## src/hdl/wst_pkg.sv

```systemverilog
// shared types and constants for the weighted sum tree sampler
// no dependencies; imported by wst_cell and weighted_sum_tree_sampler
`default_nettype none

package wst_pkg;

  localparam int SUM_W  = 48;  // width of every inner sum and of the total
  localparam int IDX_W  = 10;  // entry_index and found_index field width
  localparam int RATE_W = 32;  // leaf_rate field width
  localparam int ACT_W  = 3;
  localparam int LVL_W  = 5;   // holds a tree level number up to 31

  typedef enum logic [ACT_W-1:0] {
    ACT_UPDATE  = 3'd0,
    ACT_WRITE   = 3'd1,
    ACT_REBUILD = 3'd2,
    ACT_SEARCH  = 3'd3,
    ACT_READ    = 3'd4,
    ACT_CLEAR   = 3'd5
  } wst_act_t;

  typedef enum logic [2:0] {
    CMD_NONE,
    CMD_CLR,
    CMD_PRD,
    CMD_ADD,
    CMD_SCAN
  } wst_cmd_t;

  typedef enum logic [3:0] {
    ST_INIT,
    ST_IDLE,
    ST_PRD1,
    ST_PRD2,
    ST_ADD,
    ST_SCAN,
    ST_SRCH,
    ST_LRD1,
    ST_LRD2,
    ST_CLR,
    ST_DONE
  } wst_state_t;

  // control broadcast from the sequencer to every level cell
  typedef struct packed {
    wst_cmd_t         cmd;
    logic             add_inner;  // update: inner levels take the delta too
    logic [LVL_W-1:0] scan_lvl;   // level being rebuilt
    logic             scan_wr;    // a child beat arrives this cycle
    logic             scan_odd;   // the beat is the right child
  } wst_ctl_t;

endpackage

`default_nettype wire

```

## src/hdl/wst_ram.sv

```systemverilog
// generic simple dual port ram with registered read
// no dependencies
`default_nettype none

module wst_ram #(
  parameter int W  = 48,
  parameter int AW = 4
) (
  input  wire logic          clk,
  input  wire logic          we,
  input  wire logic [AW-1:0] waddr,
  input  wire logic [W-1:0]  wdata,
  input  wire logic [AW-1:0] raddr,
  output logic      [W-1:0]  rdata
);

  logic [W-1:0] mem_r [1<<AW];

  always_ff @(posedge clk) begin
    if (we) begin
      mem_r[waddr] <= wdata;
    end
    rdata <= mem_r[raddr];
  end

endmodule

`default_nettype wire

```

## src/hdl/wst_cell.sv

```systemverilog
// one tree level: node store plus search step and rebuild accumulator
// depends on wst_pkg and wst_ram
`default_nettype none

module wst_cell import wst_pkg::*; #(
  parameter int K   = 1,
  parameter int LVL = 1,
  parameter int W   = 48
) (
  input  wire logic             clk,
  input  wire logic             rst_n,
  input  wire wst_ctl_t         ctl_i,
  input  wire logic [LVL-1:0]   addr_i,
  input  wire logic [LVL-1:0]   addr_d_i,
  input  wire logic [LVL-1:0]   pt_i,
  input  wire logic [SUM_W-1:0] delta_i,
  input  wire logic [SUM_W-1:0] child_q_i,
  output logic      [SUM_W-1:0] q_o,
  input  wire logic             srch_vld_i,
  input  wire logic [LVL-1:0]   srch_pos_i,
  input  wire logic [SUM_W-1:0] srch_rem_i,
  output logic                  srch_vld_o,
  output logic      [LVL-1:0]   srch_pos_o,
  output logic      [SUM_W-1:0] srch_rem_o
);

  localparam int AW = K;
  localparam bit IS_LEAF = (K == LVL);

  logic            we;
  logic [AW-1:0]   waddr;
  logic [W-1:0]    wdata;
  logic [AW-1:0]   raddr;
  logic [W-1:0]    q;
  logic [AW-1:0]   pt_addr;
  logic            scan_me;
  logic            go_right;

  logic             s_vld_r;
  logic [LVL-1:0]   s_pos_r;
  logic [SUM_W-1:0] s_rem_r;
  logic             o_vld_r;
  logic [LVL-1:0]   o_pos_r;
  logic [SUM_W-1:0] o_rem_r;
  logic [SUM_W-1:0] acc_r;

  assign pt_addr = AW'(pt_i >> (LVL - K));
  assign q_o     = SUM_W'(q);
  assign scan_me = (ctl_i.cmd == CMD_SCAN) && (ctl_i.scan_lvl == LVL_W'(K)) && ctl_i.scan_wr;

  always_comb begin
    we    = 1'b0;
    waddr = pt_addr;
    wdata = W'(q_o + delta_i);
    unique case (ctl_i.cmd)
      CMD_CLR: begin
        we    = 1'b1;
        waddr = AW'(addr_i);
        wdata = '0;
      end
      CMD_ADD: begin
        we = IS_LEAF || ctl_i.add_inner;
      end
      CMD_SCAN: begin
        we    = scan_me && ctl_i.scan_odd;
        waddr = AW'(addr_d_i >> 1);
        wdata = W'(acc_r + child_q_i);
      end
      default: begin
        we = 1'b0;
      end
    endcase
  end

  // search has the read port alone while its beat passes
  always_comb begin
    if (srch_vld_i) begin
      raddr = AW'(srch_pos_i << 1);
    end else if (ctl_i.cmd == CMD_SCAN) begin
      raddr = AW'(addr_i);
    end else begin
      raddr = pt_addr;
    end
  end

  wst_ram #(.W(W), .AW(AW)) u_ram (
    .clk   (clk),
    .we    (we),
    .waddr (waddr),
    .wdata (wdata),
    .raddr (raddr),
    .rdata (q)
  );

  assign go_right = (q_o <= s_rem_r);

  always_ff @(posedge clk) begin
    if (!rst_n) begin
      s_vld_r <= 1'b0;
      o_vld_r <= 1'b0;
    end else begin
      s_vld_r <= srch_vld_i;
      o_vld_r <= s_vld_r;
    end
    s_pos_r <= srch_pos_i << 1;
    s_rem_r <= srch_rem_i;
    o_pos_r <= s_pos_r | LVL'(go_right);
    o_rem_r <= go_right ? (s_rem_r - q_o) : s_rem_r;
    if (scan_me && !ctl_i.scan_odd) begin
      acc_r <= child_q_i;
    end
  end

  assign srch_vld_o = o_vld_r;
  assign srch_pos_o = o_pos_r;
  assign srch_rem_o = o_rem_r;

endmodule

`default_nettype wire

```

## config.mk

```make
export PLATFORM = sky130hd
export DESIGN_NAME = wst_cell
export DESIGN_NICKNAME = d
export VERILOG_FILES = /design/src/hdl/wst_pkg.sv /design/src/hdl/wst_ram.sv /design/src/hdl/wst_cell.sv
export SDC_FILE = /design/constraint.sdc
export NUM_CORES = 1
export LEC_CHECK = 0
export ABC_CLOCK_PERIOD_IN_PS = 7060
export BUFFER_PORTS_ARGS = -buffer_cell sky130_fd_sc_hd__buf_4
export CORE_MARGIN = 5
export CORE_UTILIZATION = 36
export DETAILED_ROUTE_END_ITERATION = 8
export GPL_ROUTABILITY_DRIVEN = 0
export SLEW_MARGIN = 20
export SYNTH_ARGS = -nofsm -noshare
export SYNTH_HDL_FRONTEND = slang
export SYNTH_HIERARCHICAL = 1
export SYNTH_SLANG_ARGS = --single-unit
```

## constraint.sdc

```tcl
create_clock -name clk -period 7.06 [get_ports clk]
set_input_delay 0.706 -clock clk [delete_from_list [all_inputs] [get_ports clk]]
set_output_delay 0.706 -clock clk [all_outputs]
set_load 0.02 [all_outputs]
```

* After elaboration in Yosys (flattened, before gate mapping)
Memory sizes are Yosys's and may differ from the RTL's. A register that Yosys moved wholly into a read port is not among the register bits. Index checks and enable logic that the tools add are counted. Widths: inputs -> output; s select.
Cells by class: magnitude comparators 1, multiplexer cells 8, reduce and logical (&&, ||, !) cells 6, equality and inequality tests 4, add/sub/neg operators 3
Operator list (count):
- $add 48x48->48 | 2
- $pmux 48 s2 | 1
- $le 48x48->1 | 1
- $mux 48 | 1
- $sub 48x48->48 | 1
- $eq 5x1->1 const B | 1
- $logic_and 1x1->1 | 4
- $mux 1 | 4
- $pmux 1 s2 | 2
- $eq 3x1->1 const B | 1
- $eq 3x2->1 const B | 1
- $eq 3x3->1 const B | 1
- $reduce_or 2->1 | 1
- $logic_not 1->1 | 1
Word-level totals: input port bits 162, logic and storage cells 29, bits in registers 147, RAM bits 96, memories kept 1
Memories:
- u_ram.mem_r | words 2, width 48, rd ports 1, clocked after Yosys merged registers in 1, write ports 1, RTL line wst_ram.sv:17 | logic [W-1:0] mem_r [1<<AW];

* Longest topological paths before layout
depth after elaboration 7, mapped depth 15, depth with buffers taken out 13

* Hierarchy
The synthesis kept the hierarchy.
Modules (own cells, without submodules):
- wst_cell | sequential area each 3423.3 µm², area each 12839.8 µm², cells an instance 1526, times used 1
- wst_ram | sequential area each 3843.7 µm², area each 4515.6 µm², cells an instance 199, times used 1

* Worst setup path after synthesis
Ideal clock, no wire load.
kind input-to-reg, from input port ctl_i[8] in the netlist's numbering, to register acc_r[0], enable pin, data required time 6547 ps, data arrival time 4869 ps, path slack 1678 ps, cell stages on the path 6, buffers on the path 2, cell sequence inv_1 nand2_1 or2_2 clkbuf_1 buf_1 nor3_1
Between the ends: word-level cells in the longest chain between the ends 4
RTL lines:
- start: declaration | RTL line wst_cell.sv:12 | input wire wst_ctl_t ctl_i,
- $eq 3x3->1 | RTL line wst_cell.sv:49 | assign scan_me = (ctl_i.cmd == CMD_SCAN) && (ctl_i.scan_lvl == LVL_W'(K)) && ctl_i.scan_wr;
- $logic_and 1x1->1 (2 in a row) | RTL line wst_cell.sv:49
- $logic_and 1x1->1 | RTL line wst_cell.sv:109 | if (scan_me && !ctl_i.scan_odd) begin
- end signal: assignment | RTL line wst_cell.sv:110 | acc_r <= child_q_i;
- end: declaration | RTL line wst_cell.sv:45 | logic [SUM_W-1:0] acc_r;
No other way between the ends. A chain may end at the register's enable or synchronous reset.

* Worst setup path in the final report
from register u_ram.rdata[4], read port of u_ram.mem_r, to register o_rem_r[3], in the netlist srch_rem_o[3]
Between the ends: word-level cells in the longest chain between the ends 2
RTL lines:
- start: declaration | RTL line wst_ram.sv:14 | output logic [W-1:0] rdata
- $le 48x48->1 | RTL line wst_cell.sv:95 | assign go_right = (q_o <= s_rem_r);
- $mux 48 | RTL line wst_cell.sv:108 | o_rem_r <= go_right ? (s_rem_r - q_o) : s_rem_r;
- end signal: assignment | RTL line wst_cell.sv:108
- end: declaration | RTL line wst_cell.sv:44 | logic [SUM_W-1:0] o_rem_r;
No other way between the ends.

==> metrics.cfg <==
[logic_synthesis]
synth_cells = 1725
seq_area_frac_synth_pct = 41.9
synth_seq_cells = 291
postSynthNetCount = 2032
synth_top_flop_cell = sky130_fd_sc_hd__dfxtp_1
synthesis.area_per_instance_um2 = 10.1
async_reset_ff_share_pct = 0
ys_types = 85
synthesis.area_um2 = 17400
synth-edff-count = 144
synth-warning-count = 6

[sta]
rsz0062_at_grt = false
skew_ns = 0.0210
final_hold_viol_count = 0
timing.slew.headroom_pct = 30.7
maxClockFrequency_ghz = 0.250
worstMarginPinSlew_ns = 1.01
final-max-slew-violation-count = 0
finalSetupViolCount = 0
timing.setup.tns_ns = 0
fin_crit_sh_pct = 56.7
timing.final.crit_period_ns = 4.00

[cells_and_area]
postLayoutCoreUtil_pct = 44.3
fin_area_um2 = 21200
layout.cells.most_common = sky130_fd_sc_hd__buf_4
final.fill_count = 4532
nNetsFinal = 2278
most-common-layout-cells = 264 x sky130_fd_sc_hd__buf_4, 147 x sky130_fd_sc_hd__dfxtp_1, 145 x sky130_fd_sc_hd__a21oi_1
final_layout_size_suffix_gt1_share_pct = 22.3
finish.cell_count_without_fillers = 2617
layout-area-overhead-vs-synth_pct = 21.9

[pwr]
power.combinational.fraction_pct = 27.6
peak_ir_drop_on_the_vdd_network_uv = 129
power_share_of_the_clock_group_pct = 35.5
leakage_nw = 9.03
net_switching_fraction_of_the_power_pct = 30.6
power_frac_seq_pct = 36.9
p_sw_mw = 1.69
p_int_mw = 3.83
power_density_nw_per_um2 = 261

[global_routing]
met1_usage_pct = 24.3
antenna_found_initial = 3
global_route_track_usage_on_met3_pct = 3.72
busiest_layer = met2
grt_overflow = 0
grt_pass1_wl_um = 77700
grt.total_usage_pct = 18.5
grt_max_degree = 57
met2_usage_pct = 29.4
vias_in_the_first_global_route = 14100

[setup_path]
worstRegToRegCells = 11
cp_slowest_cell = sky130_fd_sc_hd__a2111oi_0
crit-reg2reg-launch = u_ram/rdata[4]
cp_slowest_stage_delay_ns = 0.61
setup.worst_path.start_class = flip-flop
reg2reg_slack_ns = 3.06
cp.arrival_ns = 4.44
setup.worst_path.class = flip-flop to flip-flop
worstSetupStartpoint = u_ram/rdata[4]
setup.worst_path.end_class = flip-flop
crit_path_cells = inv_1, ha_1, a21oi_1, o22ai_1, o211ai_1, a21boi_1, o21ai_0, a2111oi_0, o32a_2, buf_4, mux2_2
cp.required_ns = 7.50
r2r_end = srch_rem_o[3]
crit_fanout = 56

[clock_network]
cts_resized = 0
worstSkewPairLatency_ns = 0.56
ctsHtreeMaxLevel = 2
clockBufferDepth = 3
clkSinkCount = 291
clk_pin_slew_worst_paths_ns = 0.06
cts.root.buffer_cell = sky130_fd_sc_hd__clkbuf_16
cts_buffers = 36
hold_buffers = 0
tritoncts_clock_tree = done
post-cts-setup-buffer-count = 0

[floorplanning]
rows = 80
io_pins = 260
die_width_um = 230
die_area_um2 = 52700
floorplan.initialDensity_pct = 36.3
floorplan.core_area_um2 = 47700
die_h_um = 230

[status]
status = finished, final reports clean

[routing]
drt_drc_violations_left = 0
dr_total_vias = 14100
first_pass_iters = 5
wl_per_cell_um = 19.5
final_antenna_net_count = 0
drt-vias-per-instance = 5.39
routed_wirelength_um = 51100
detailedRoute.firstIterationViolations = 708

[worst_hold_path]
min-delay-path-class = input port to flip-flop
endpoint_of_the_worst_hold_path = s_rem_r[21]
hold_path_startpoint = srch_rem_i[21]
whs_path_depth = 1

[placement]
portBuffers = 256
dp.final_hpwl_um = 39800
dp.cells = 2548
post_dp_cell_area_um2 = 19900

[job]
timing.max_cap.violations = 0

## worst max-delay path: cells and delay by family (launching register included)
family / cells / cell delay (ns)
adders and majority gates: 1 / 0.43
DFF: 1 / 0.38
AOI/OAI and AO/OA: 7 / 2.00
buffers and inverters: 2 / 0.62
muxes: 1 / 0.41
## synthesized netlist by cell type, drive strengths merged (16+ instances only)
cell    count  area, um2
edfxtp    144       4320
nand4      29        196
o21bai     24        180
inv        95        357
o22ai      39        244
a21oi     149        761
nand3      40        205
xnor2      69        604
nand2     107        402
mux2       86       1040
and3       25        158
and2       16        101
xor2       49        429
clkbuf     38        144
nor2b      16        100
ha        142       1780
buf        18        139
o21ai      96        484
a211oi     19        143
nor2       83        312
dfxtp     147       2940
a21o       81        609
## power groups by stage
stage	clock, mW	sequential (mW)	combinational, mW
after floorplan	0	2.16	0.906
final	1.96	2.04	1.52
after detailed placement	0	2.08	1.50
after CTS	2.01	2.04	1.51
after global placement	0	2.07	1.49
after global routing	2.08	2.05	1.65
## metal layers
metal	up-vias	share of wire [%]	routed length, um
met5	-	0	0
met4	0	4.7	2410
met3	114	5.6	2870
met2	448	45	22800
met1	6582	45	23000
li1	6965	-	-
## worst max path at each step
stage,end,cells past startpoint
5_1_grt,srch_rem_o[11],11
3_3_place_gp,u_ram/mem_r[0][36],12
4_1_cts,srch_rem_o[11],11
2_1_floorplan,acc_r[0],6
6_report,srch_rem_o[3],11
3_5_place_dp,u_ram/mem_r[1][40],12
## metrics by stage
stage                     hold slack, ns  total power [mW]  setup WS (ns)
after global placement             0.423              3.56           2.89
after CTS                          0.218              5.57           3.04
after floorplan                    0.412              3.07           1.68
after detailed placement           0.429              3.57           2.80
final                              0.251              5.52           3.06
after global routing               0.223              5.79           2.78
## registers in the layout, indices dropped and copies added, names as in the netlist
register     count
u_ram/rdata     48
srch_vld_o       1
acc_r           48
s_rem_r         48
srch_rem_o      48
srch_pos_o       1
u_ram/mem_r     96
s_vld_r          1
## logic make-up (layout without fill, tap and decap cells)
group           after synthesis  count (layout)  synth area share (%)
compound gates              543             543                  20.4
simple gates                387             387                  11.2
flops                       291             291                  41.9
buf+inv                     151             425                  3.68
fa+ha+maj                   145             145                  10.6
xor+xnor                    118             118                  5.95
mux                          90              90                  6.24
other cells                   0               3                     0
## final cells by class
class / instances / area (um2) / share of cell area, %
multi-input combinational: 1283 / 9480 / 44.8
inverter: 95 / 357 / 1.69
sequential: 291 / 7270 / 34.3
antenna: 3 / 7.51 / 0.0355
clock inverter: 15 / 186 / 0.881
clock buffer: 51 / 1110 / 5.26
timing repair buffer: 264 / 1980 / 9.37
tap: 615 / 769 / 3.64
Note: power is estimated with default switching activity, not from simulation.
